[src/hdl/atp_pkg.sv]
`timescale 1ns / 1ps

package atp_pkg;

  // table and cpu geometry
  localparam int THREADS = 32;
  localparam int CPUS    = 4;
  localparam int PRIO_W  = 8;
  localparam int SLEEP_W = 16;
  localparam int SLOT_W  = $clog2(THREADS);
  localparam int CPU_W   = $clog2(CPUS);

  // request codes carried on the input tuser
  typedef enum logic [2:0] {
    ACT_LOAD      = 3'd0,
    ACT_SET_AFF   = 3'd1,
    ACT_SET_BLK   = 3'd2,
    ACT_SET_SLEEP = 3'd3,
    ACT_PICK      = 3'd4,
    ACT_READ      = 3'd5
  } action_e;

  // sequencer states
  typedef enum logic [4:0] {
    ST_IDLE   = 5'b00001,
    ST_WRITE  = 5'b00010,
    ST_SCAN   = 5'b00100,
    ST_COMMIT = 5'b01000,
    ST_RESULT = 5'b10000
  } state_e;

  // input tdata layout, lowest field at the bottom of the list
  typedef struct packed {
    logic [2:0]         pad;
    logic [CPU_W-1:0]   cpu_index;
    logic [15:0]        sleep_count;
    logic               blocked_flag;
    logic               sched_kind;
    logic [3:0]         affinity_mask;
    logic [7:0]         prio_value;
    logic [4:0]         slot;
  } in_data_t;

  // one thread table entry as kept in the slot ram
  typedef struct packed {
    logic [PRIO_W-1:0]  prio;
    logic [CPUS-1:0]    aff;
    logic               rr;
    logic               blocked;
    logic [SLEEP_W-1:0] sleep;
    logic               running;
  } slot_word_t;

  // pick context handed to the slot evaluator
  typedef struct packed {
    logic [CPU_W-1:0]   cpu;
    logic               clr_en;
    logic [SLOT_W-1:0]  clr_slot;
    logic               have;
    logic [PRIO_W-1:0]  best_prio;
  } pick_ctx_t;

  // evaluator result: entry to write back and whether it beats the best so far
  typedef struct packed {
    slot_word_t         word;
    logic               take;
  } slot_eval_t;

endpackage

[src/hdl/affinity_priority_thread_picker_core.sv]
`timescale 1ns / 1ps
// load writes its slot in the accept cycle; set field reads the slot, then
// writes it back in ST_WRITE; a pick does one read-modify-write of the slot
// ram per entry over all 32 entries in ST_SCAN, then ST_COMMIT; pick and read
// current wait in ST_RESULT for a free output; input is taken only in ST_IDLE
// reset: slot valid bits and each cpu's current thread clear at once, no ram pass

module affinity_priority_thread_picker_core import atp_pkg::*; (
  input  logic        clk_i,
  input  logic        rst_ni,
  input  logic        s_axis_tvalid,
  output logic        s_axis_tready,
  // slot, prio_value, affinity_mask, sched_kind, blocked_flag, sleep_count,
  // cpu_index, zero pad
  input  logic [39:0] s_axis_tdata,
  // action
  input  logic [2:0]  s_axis_tuser,
  output logic        m_axis_tvalid,
  input  logic        m_axis_tready,
  // chosen_slot, zero pad
  output logic [7:0]  m_axis_tdata,
  // found
  output logic        m_axis_tuser
);

  state_e              state_q, state_d;
  in_data_t            in_d;
  action_e             in_act;
  logic                in_accept;

  in_data_t            req_q;
  action_e             act_q;
  logic [SLOT_W-1:0]   cnt_q;
  logic                have_q;
  logic [SLOT_W-1:0]   best_slot_q;
  logic [PRIO_W-1:0]   best_prio_q;
  slot_word_t          best_word_q;
  logic                clr_en_q;
  logic [SLOT_W-1:0]   clr_slot_q;
  logic [THREADS-1:0]  valid_q;
  logic [SLOT_W-1:0]   cur_slot_q [CPUS];
  logic [CPUS-1:0]     cur_valid_q;
  logic                m_valid_q;
  logic [SLOT_W-1:0]   m_slot_q;
  logic                m_found_q;

  logic                ram_we;
  logic [SLOT_W-1:0]   ram_waddr;
  slot_word_t          ram_wdata;
  logic [SLOT_W-1:0]   ram_raddr;
  slot_word_t          ram_rdata;

  pick_ctx_t           ctx;
  slot_eval_t          eval;
  logic                out_free;

  assign in_d          = in_data_t'(s_axis_tdata);
  assign in_act        = action_e'(s_axis_tuser);
  assign s_axis_tready = (state_q == ST_IDLE);
  assign in_accept     = s_axis_tvalid && s_axis_tready;
  assign out_free      = !m_valid_q || m_axis_tready;

  assign m_axis_tvalid = m_valid_q;
  assign m_axis_tdata  = 8'(m_slot_q);
  assign m_axis_tuser  = m_found_q;

  // slot table storage
  atp_ram #(
    .WIDTH ($bits(slot_word_t)),
    .DEPTH (THREADS)
  ) u_slot_ram (
    .clk_i   (clk_i),
    .we_i    (ram_we),
    .waddr_i (ram_waddr),
    .wdata_i (ram_wdata),
    .raddr_i (ram_raddr),
    .rdata_o (ram_rdata)
  );

  // per-slot evaluation during the pick pass
  always_comb begin
    ctx.cpu       = req_q.cpu_index;
    ctx.clr_en    = clr_en_q;
    ctx.clr_slot  = clr_slot_q;
    ctx.have      = have_q;
    ctx.best_prio = best_prio_q;
  end

  atp_slot_eval u_eval (
    .word_i  (ram_rdata),
    .idx_i   (cnt_q),
    .valid_i (valid_q[cnt_q]),
    .ctx_i   (ctx),
    .eval_o  (eval)
  );

  // ram read address: next slot of the pass (slot 0 at a pick), else the addressed slot
  always_comb begin
    if (state_q == ST_SCAN) begin
      ram_raddr = cnt_q + SLOT_W'(1);
    end else if (in_act == ACT_PICK) begin
      ram_raddr = '0;
    end else begin
      ram_raddr = in_d.slot;
    end
  end

  // ram write port
  always_comb begin
    ram_we    = 1'b0;
    ram_waddr = cnt_q;
    ram_wdata = ram_rdata;
    case (state_q)
      ST_IDLE: begin
        if (in_accept && (in_act == ACT_LOAD)) begin
          ram_we            = 1'b1;
          ram_waddr         = in_d.slot;
          ram_wdata         = '0;
          ram_wdata.prio    = in_d.prio_value;
          ram_wdata.aff     = in_d.affinity_mask;
          ram_wdata.rr      = in_d.sched_kind;
        end
      end
      ST_WRITE: begin
        ram_we    = 1'b1;
        ram_waddr = req_q.slot;
        case (act_q)
          ACT_SET_AFF: ram_wdata.aff     = req_q.affinity_mask;
          ACT_SET_BLK: ram_wdata.blocked = req_q.blocked_flag;
          default:     ram_wdata.sleep   = req_q.sleep_count;
        endcase
      end
      ST_SCAN: begin
        ram_we    = 1'b1;
        ram_waddr = cnt_q;
        ram_wdata = eval.word;
      end
      ST_COMMIT: begin
        ram_we            = have_q;
        ram_waddr         = best_slot_q;
        ram_wdata         = best_word_q;
        ram_wdata.running = 1'b1;
      end
      default: begin
        ram_we = 1'b0;
      end
    endcase
  end

  // sequencer
  always_comb begin
    state_d = state_q;
    case (state_q)
      ST_IDLE: begin
        if (in_accept) begin
          case (in_act)
            ACT_SET_AFF, ACT_SET_BLK, ACT_SET_SLEEP: state_d = ST_WRITE;
            ACT_PICK:                                state_d = ST_SCAN;
            ACT_READ:                                state_d = ST_RESULT;
            default:                                 state_d = ST_IDLE;
          endcase
        end
      end
      ST_WRITE:  state_d = ST_IDLE;
      ST_SCAN: begin
        if (cnt_q == SLOT_W'(THREADS - 1)) begin
          state_d = ST_COMMIT;
        end
      end
      ST_COMMIT: state_d = ST_RESULT;
      ST_RESULT: begin
        if (out_free) begin
          state_d = ST_IDLE;
        end
      end
      default:   state_d = ST_IDLE;
    endcase
  end

  // control state
  always_ff @(posedge clk_i or negedge rst_ni) begin
    if (!rst_ni) begin
      state_q     <= ST_IDLE;
      cnt_q       <= '0;
      have_q      <= 1'b0;
      clr_en_q    <= 1'b0;
      valid_q     <= '0;
      cur_valid_q <= '0;
      m_valid_q   <= 1'b0;
      for (int c = 0; c < CPUS; c++) begin
        cur_slot_q[c] <= '0;
      end
    end else begin
      state_q <= state_d;

      // request capture and pass setup
      if (in_accept) begin
        cnt_q  <= '0;
        have_q <= 1'b0;
        if (in_act == ACT_LOAD) begin
          valid_q[in_d.slot] <= 1'b1;
        end
        clr_en_q <= cur_valid_q[in_d.cpu_index];
      end

      // pass over the table
      if (state_q == ST_SCAN) begin
        cnt_q <= cnt_q + SLOT_W'(1);
        if (eval.take) begin
          have_q <= 1'b1;
        end
      end

      // new current thread for the cpu
      if (state_q == ST_COMMIT) begin
        cur_valid_q[req_q.cpu_index] <= have_q;
        cur_slot_q[req_q.cpu_index]  <= have_q ? best_slot_q : '0;
      end

      // output register
      if (state_q == ST_RESULT && out_free) begin
        m_valid_q <= 1'b1;
      end else if (m_axis_tready) begin
        m_valid_q <= 1'b0;
      end
    end
  end

  // payload registers
  always_ff @(posedge clk_i) begin
    if (in_accept) begin
      req_q      <= in_d;
      act_q      <= in_act;
      clr_slot_q <= cur_slot_q[in_d.cpu_index];
    end
    if (state_q == ST_SCAN && eval.take) begin
      best_slot_q <= cnt_q;
      best_prio_q <= eval.word.prio;
      best_word_q <= eval.word;
    end
    if (state_q == ST_RESULT && out_free) begin
      m_slot_q  <= cur_slot_q[req_q.cpu_index];
      m_found_q <= cur_valid_q[req_q.cpu_index];
    end
  end

endmodule

[src/hdl/atp_ram.sv]
`timescale 1ns / 1ps

module atp_ram #(
  parameter int WIDTH = 32,
  parameter int DEPTH = 32
) (
  input  logic                     clk_i,
  input  logic                     we_i,
  input  logic [$clog2(DEPTH)-1:0] waddr_i,
  input  logic [WIDTH-1:0]         wdata_i,
  input  logic [$clog2(DEPTH)-1:0] raddr_i,
  output logic [WIDTH-1:0]         rdata_o
);

  logic [WIDTH-1:0] mem_q [DEPTH];

  // one write port, registered read port
  always_ff @(posedge clk_i) begin
    if (we_i) begin
      mem_q[waddr_i] <= wdata_i;
    end
    rdata_o <= mem_q[raddr_i];
  end

endmodule

[src/hdl/atp_slot_eval.sv]
`timescale 1ns / 1ps

module atp_slot_eval import atp_pkg::*; (
  input  slot_word_t        word_i,
  input  logic [SLOT_W-1:0] idx_i,
  input  logic              valid_i,
  input  pick_ctx_t         ctx_i,
  output slot_eval_t        eval_o
);

  logic               running_eff;
  logic               match;
  logic [SLEEP_W-1:0] sleep_new;
  logic               ready;

  // running mark of the cpu's previous thread is dropped during the pass
  assign running_eff = word_i.running & ~(ctx_i.clr_en && (ctx_i.clr_slot == idx_i));

  // eligible: loaded, priority-kind process, affinity allows this cpu
  assign match = valid_i && !word_i.rr && ((word_i.aff == '0) || word_i.aff[ctx_i.cpu]);

  // sleep ticks down once per pick for eligible slots
  assign sleep_new = (match && (word_i.sleep != '0)) ? word_i.sleep - SLEEP_W'(1)
                                                     : word_i.sleep;

  assign ready = match && !word_i.blocked && (sleep_new == '0) && !running_eff;

  // write-back entry and strict-less priority compare (first slot wins ties)
  always_comb begin
    eval_o.word         = word_i;
    eval_o.word.running = running_eff;
    eval_o.word.sleep   = sleep_new;
    eval_o.take         = ready && (!ctx_i.have || (word_i.prio < ctx_i.best_prio));
  end

endmodule

[config.mk]
export PLATFORM = sky130hd
export DESIGN_NAME = affinity_priority_thread_picker_core
export DESIGN_NICKNAME = d
export VERILOG_FILES = /design/src/hdl/atp_pkg.sv /design/src/hdl/affinity_priority_thread_picker_core.sv /design/src/hdl/atp_ram.sv /design/src/hdl/atp_slot_eval.sv
export SDC_FILE = /design/constraint.sdc
export NUM_CORES = 1
export LEC_CHECK = 0
export CORE_MARGIN = 2
export CORE_UTILIZATION = 60
export CTS_CLUSTER_DIAMETER = 30
export DETAILED_ROUTE_END_ITERATION = 12
export DONT_BUFFER_PORTS = 1
export GPL_ROUTABILITY_DRIVEN = 1
export PLACE_DENSITY = 0.76
export SYNTH_ARGS = -nofsm -noshare
export SYNTH_HDL_FRONTEND = slang
export SYNTH_SLANG_ARGS = --single-unit
[constraint.sdc]
create_clock -name clk_i -period 9.74 [get_ports clk_i]
set_input_delay 2.922 -clock clk_i [delete_from_list [all_inputs] [get_ports clk_i]]
set_output_delay 2.922 -clock clk_i [all_outputs]
set_load 0.1 [all_outputs]
==> results.cfg, run 1 <==
[min_path]
hold_path_class = flip-flop to flip-flop

[clocking]
cts_hold_buf = 0
h-tree-depth = 4
cts_buffers = 173
clk_latency_ns = 0.75
root_buffer = clkbuf_16
clock-sinks = 1169
tritoncts = built
ctsResizeCount = 0
cts_buffer_depth = 3
clk_transition_reported_paths_ns = 0.05
post-cts-setup-buffers = 0

[yosys]
async_flop_share_pct = 5.902
synth_top_family_by_area = multiplexers
ys_types = 78
synth_warnings = 0
syn_inst = 2542
synth_top_flop_cell = edfxtp_1
netlist_area_um2 = 47240
syn_avg_cell_area_um2 = 18.58
synthXorXnorAreaFrac_pct = 0.3894
synth-seq-area-share_pct = 72.93
synth_adder_area_share_pct = 0.2914
synth_edf_count = 1069
ys_seq_elements = 1169
synth_compound_area_share_pct = 4.050
synthMuxAreaShare_pct = 17.71
synth_simple_gate_area_share_pct = 2.808

[power]
p_total_mw = 13.80
ir_worst_vdd_uv = 166.0
power_leakage_nw = 19.71
p_per_area_nw_per_um2 = 253.2

[run_status]
outcome = completed

[timing]
setup_viol = 0
holdWs_ns = 0.4566
fmax_mhz = 165.0
worst_pin_slew_ns = 1.324
drv_slew = 0
finalCritPeriodShare_pct = 62.23
finalHoldViolCount = 0
period_minus_slack_ns = 6.061
relSlewSlack_pct = 11.74
rsz0062_at_grt = false
skew_ns = 0.03010
tns_ns = 0

[detailed_routing]
wl_um = 109200
drtIter0Drc = 2888
dr.pass1.iters = 8
via_per_inst = 6.487
drc = 0
post_drt_wl_per_cell_um = 28.47
vias = 24876
ant_nets = 0

[floorplanning]
core_area_um2 = 77720
io_pins = 58
core.rowCount = 102
die_h_um = 284.6
start_util_pct = 60.78
dieArea_um2 = 80990
fp.dieW_um = 284.6

[finish]
most-common-layout-cells = edfxtp_1 (1069), mux2i_1 (503), clkbuf_16 (175)
drive_gt1_share_pct = 20.63
area_delta_synth_final_pct = 15.36
fill_cells = 4518
final_cells = 3835
fin_nets = 2703
layout.cells.most_common = edfxtp_1

[critical_path]
critPathMaxFanout = 28
critPathTopFamily = compound AO/OA/AOI/OAI gates
worst_setup_path_end_kind = flip-flop
slowest_delay_ns = 1.00
path_class = primary input to flip-flop
slowest_stage = a221oi_1
cp.arrival_ns = 6.42
path_cells = nor3_1 -> nand4_1 -> a22o_1 -> a221oi_1 -> nand2_1 -> nor2_4 -> buf_4
cp.buffers_inverters = 1
critPathRequiredTime_ns = 10.10
startpoint_type = primary input

[place]
hpwlAfterDp_um = 56730
gp_congestion = 0.8741
dp.cells = 3510
numPortBuffers = 0

[global_route]
grt_pass1_vias = 25374
overflow = 0
grt_pass1_wl_um = 162300
antenna_found_initial = 5
grt_start_max_net_pins = 157
grtUsageTotal_pct = 27.26

[flow_run]
maxCapViolations = 0
[cell usage after synthesis (all sizes together), types with 22 or more instances]
library cell     n  share of area (%)
edfxtp        1069                 68
mux2i          503                 11
mux4           144                6.9
nor2           100               0.79
buf             79                1.1
a22o            76                1.4
nand2           71               0.56
dfrtp           68                3.6
clkbuf          60               0.52
o21ai           46               0.49
dfxtp           31                1.3
inv             24               0.19
a21o            22               0.35
[worst paths after layout]
| path | slack (ns) | start | cells after the start | endpoint |
|---|---|---|---|---|
| max | 3.68 | s_axis_tuser[0] | 7 | u_slot_ram.mem_q[11][3] |
| min | 0.46 | valid_q[5] | 1 | valid_q[5] |
| max reg2reg | 4.92 | state_q[0] | 9 | u_slot_ram.mem_q[11][3] |
| min reg2reg | 0.46 | valid_q[5] | 1 | valid_q[5] |
| max in group asynchronous | 7.65 | rst_ni | 0 | state_q[0] |
| min in group asynchronous | 1.87 | rst_ni | 0 | valid_q[17] |
[kinds of logic (layout without fill, tap and decap cells)]
group / after synthesis / after routing
DFF: 1169 / 1169
muxes: 655 / 655
and+or+nand+nor: 275 / 275
AOI/OAI and AO/OA: 247 / 247
buffers and inverters: 163 / 411
xor gates and xnor gates: 21 / 21
adders and majority gates: 11 / 11
other: 1 / 6
[worst reg2reg max path: stages, from the launching register on]
cell      delay [ns]
dfstp_2         0.59
nor2b_1         0.27
nand2_1         0.20
inv_1           0.73
a22o_1          0.63
a221oi_1        0.21
nor2_1          0.18
nand2_1         0.53
nor2_4          0.38
buf_4           0.62
[power breakdown]
part | switching [mW] | leakage (nW) | total, mW | internal, mW
registers | 0.104 | 10.9 | 6.33 | 6.22
clock network | 2.32 | 2.77 | 6.10 | 3.77
logic | 1.02 | 6.08 | 1.38 | 0.358
[registers in the layout, summed over array words and instances (netlist names)]
signal,count
cnt_q,5
valid_q,32
best_word_q,30
act_q,3
clr_slot_q,5
clr_en_q,1
u_slot_ram.mem_q,992
ctx,2
m_axis_tuser,1
best_slot_q,5
cur_valid_q,4
state_q,5
cur_slot_q,20
req_q,26
m_axis_tvalid,1
m_slot_q,5
have_q,1
u_slot_ram.rdata_o,31
[metal layers]
layer	part of all wire (%)	global-route usage (%)	wire, µm
met5	0.012	0	13
met4	3.5	11.33	3775
met3	8.0	5.441	8725
met2	50	44.54	54490
met1	39	36.17	42160
[stage by stage]
step                      setup slack (ns)  utilization (%)  area (µm²)
after global routing                 3.379            70.11       54490
after CTS                            3.791            70.10       54490
final                                3.679            70.11       54490
after floorplan                      3.489                -       47250
after global placement               3.182            62.61       48660
after detailed placement             3.004            62.61       48660
[layout make-up]
cell class / count / area, µm² / share of cell area [%]
repair buffers: 65 / 538.0 / 0.9873
clock inverters: 126 / 1328 / 2.436
diodes: 3 / 7.507 / 0.01378
clock buffers: 196 / 4498 / 8.254
inverters: 24 / 90.09 / 0.1653
flip-flops and latches: 1169 / 34450 / 63.22
multi-input cells: 1212 / 12280 / 22.54
well taps: 1040 / 1301 / 2.388
No activity file was read; power rests on OpenSTA's default activity.
==> run 2: changes to the inputs <==
ABC_AREA = 1   (was not set)
clock period = 6 ns   (was 9.74 ns; I/O delays follow)
==> run 2 against run 1 <==
Effect of this change:
- worst hold slack lost 0.017 ns
- synthesized area fell by 0.43%
- first-iteration DRC count is 70% higher
- largest cell class unchanged
- via count rose by 30%
- non-clock buffer count is 38 higher
- worst setup slack worse by 2.3 ns
- cell count up 29%
- register-to-register slack lost 3.5 ns
- clock skew rose by 0.0086 ns
- wire length increased by 14%
- total power is 78% higher
- highest routed layer unchanged
- combinational power is 140% higher
==> results.cfg, run 2 <==
[critical_path]
ff2ff_setup_slack_ns = 1.42
regToRegStartpoint = state_q[0]
worst_setup_path_end_kind = flip-flop
path_class = flip-flop to flip-flop
cp.arrival_ns = 5.01
critPathMaxFanout = 35
r2r_cells = 14
worstReg2RegEnd = u_slot_ram.mem_q[11][3]
startpoint_type = flip-flop
critPathRequiredTime_ns = 6.43

[power]
ir_worst_vdd_uv = 245.1
p_per_area_nw_per_um2 = 443.2
p_total_mw = 24.50
power_leakage_nw = 18.84

[floorplanning]
die_h_um = 284.0
fp.dieW_um = 284.0
io_pins = 58
start_util_pct = 60.62
core.rowCount = 102
dieArea_um2 = 80640
core_area_um2 = 77590

[clocking]
root_buffer = clkbuf_16
cts_buffer_depth = 3
clk_transition_reported_paths_ns = 0.05
cts_hold_buf = 0
ctsResizeCount = 0
h-tree-depth = 4
clock-sinks = 1169
tritoncts = built
cts_buffers = 179
post-cts-setup-buffers = 0
clk_latency_ns = 0.76

[yosys]
synthTopCellsByArea = edfxtp_1 (68%), o21ai_0 (6.1%), nor2_1 (4.9%)
syn_avg_cell_area_um2 = 12.64
yosysMostFrequentCell = edfxtp_1
yosys.area.top_type = edfxtp_1
synthTopCellsByCount = edfxtp_1 (1069), nor2_1 (610), o21ai_0 (572)
synth-seq-area-share_pct = 73.24
ys_types = 57
ys_seq_elements = 1169
async_flop_share_pct = 5.902
synth_edf_count = 1069
netlist_area_um2 = 47030
yosys.area.top_type_share_pct = 68.25
synth_top_flop_cell = edfxtp_1
synth_warnings = 0
syn_inst = 3721

[timing]
finalCritPeriodShare_pct = 76.38
rsz0062_at_grt = false
holdWs_ns = 0.4400
relSlewSlack_pct = 9.135
setup_viol = 0
skew_ns = 0.03869
finalHoldViolCount = 0
worst_pin_slew_ns = 1.363
tns_ns = 0
drv_slew = 0
period_minus_slack_ns = 4.583
fmax_mhz = 218.2

[detailed_routing]
dr.pass1.iters = 6
via_per_inst = 6.505
vias = 32266
ant_nets = 0
post_drt_wl_per_cell_um = 24.99
drtIter0Drc = 4899
drc = 0
wl_um = 123900

[finish]
largest_reg_flops = 992
most-common-layout-cells = edfxtp_1 (1069), nor2_1 (577), o21ai_0 (571)
fin_nets = 3821
multi_input_area_um2 = 11540
drive_gt1_share_pct = 12.72
largest-register = u_slot_ram.mem_q
layout.cells.most_common = edfxtp_1
top_regs = u_slot_ram.mem_q (992), valid_q (32), u_slot_ram.rdata_o (31)
area_delta_synth_final_pct = 17.53
fill_cells = 4773
register_area_um2 = 34450

[flow_run]
maxCapViolations = 0

[global_route]
antenna_found_initial = 5
grtUsageTotal_pct = 30.60
grt_pass1_vias = 31527
grt_pass1_wl_um = 186700
overflow = 0
grt_start_max_net_pins = 182

[min_path]
hold_path_class = flip-flop to flip-flop
hp-start = u_slot_ram.rdata_o[20]
hold_depth = 0
hold_path_end = best_word_q[20]

[place]
hpwlAfterDp_um = 65490
numPortBuffers = 0
gp_congestion = 0.9625

[run_status]
outcome = completed
## run 2: cell count changes after synthesis, moves of 133 or more
| cell | delta |
|---|---|
| nor2_1 | +510 |
| clkbuf_1 | +133 |
| mux4_2 | -144 |
| nand2_1 | +290 |
| o21ai_0 | +530 |
| o221ai_1 | +247 |
| mux2i_1 | -503 |
| nand3_1 | +171 |
## run 2: cell families after synthesis
| kind of cell | count (synthesis) | synth area share [%] |
|---|---|---|
| AND/OR/NAND/NOR | 1212 | 10.54 |
| XOR/XNOR | 14 | 0.2607 |
| other | 1 | 0.007973 |
| AO/OA/AOI/OAI | 946 | 12.56 |
| flip-flops | 1169 | 73.24 |
| adder cells (fa/ha/maj) | 11 | 0.2926 |
| buffers and inverters | 368 | 3.099 |
## run 2: power breakdown
| part | switching [mW] | internal (mW) | leakage, nW | total, mW |
|---|---|---|---|---|
| clock | 3.86 | 6.89 | 3.03 | 10.7 |
| combinational | 2.62 | 0.705 | 5.04 | 3.33 |
| sequential | 0.134 | 10.3 | 10.8 | 10.4 |
## run 2: how the worst max path moves through the flow
stage | start | end | slack, ns | depth (start not counted)
after floorplan | s_axis_tuser[0] | u_slot_ram.mem_q[24][0] | 1.17 | 11
after global placement | s_axis_tuser[0] | u_slot_ram.mem_q[11][8] | 0.86 | 14
after detailed placement | s_axis_tuser[0] | u_slot_ram.mem_q[11][8] | 0.83 | 14
after CTS | state_q[0] | u_slot_ram.mem_q[11][14] | 1.54 | 14
after global routing | cnt_q[0] | best_word_q[27] | 1.20 | 15
final | state_q[0] | u_slot_ram.mem_q[11][3] | 1.42 | 14
## run 2: critical path: stages (launching register included)
cell and delay, ns:
dfstp_2 0.55, nor2_1 0.07, inv_1 0.12, nor4_4 0.04, buf_4 0.27, nor2_1 0.70, nand2_1 0.25, nand2_4 0.19
inv_1 0.15, o21ai_1 0.42, inv_1 0.12, nor2_1 0.15, nand2_1 0.25, nor2_4 0.57, buf_4 0.38
## run 2: layer usage
layer	vias up	track usage, %	part of all wire, %
met2	2285	48.06	48
met5	-	0	0.010
met4	2	13.14	3.7
li1	13973	-	-
met3	354	6.986	12
met1	15652	41.52	37
## run 2: layout make-up
cell class              count  share of cell area, %
diodes                      4                0.01811
clock buffers             201                  8.364
clock inverters           133                  3.164
inverters                 124                 0.8715
multi-input cells        2186                  20.88
flip-flops and latches   1169                  62.32
well taps                1040                  2.354
repair buffers            103                  2.024
## run 2: metrics by stage
step                      setup slack [ns]  util, %  area (µm²)  std cells
after CTS                            1.542    71.23       55270       4956
after floorplan                      1.170        -       47040       3723
after detailed placement            0.8272    63.01       48890       4622
final                                1.417    71.24       55280       4960
after global placement              0.8645    63.01       48890       4622
after global routing                 1.204    71.23       55270       4958
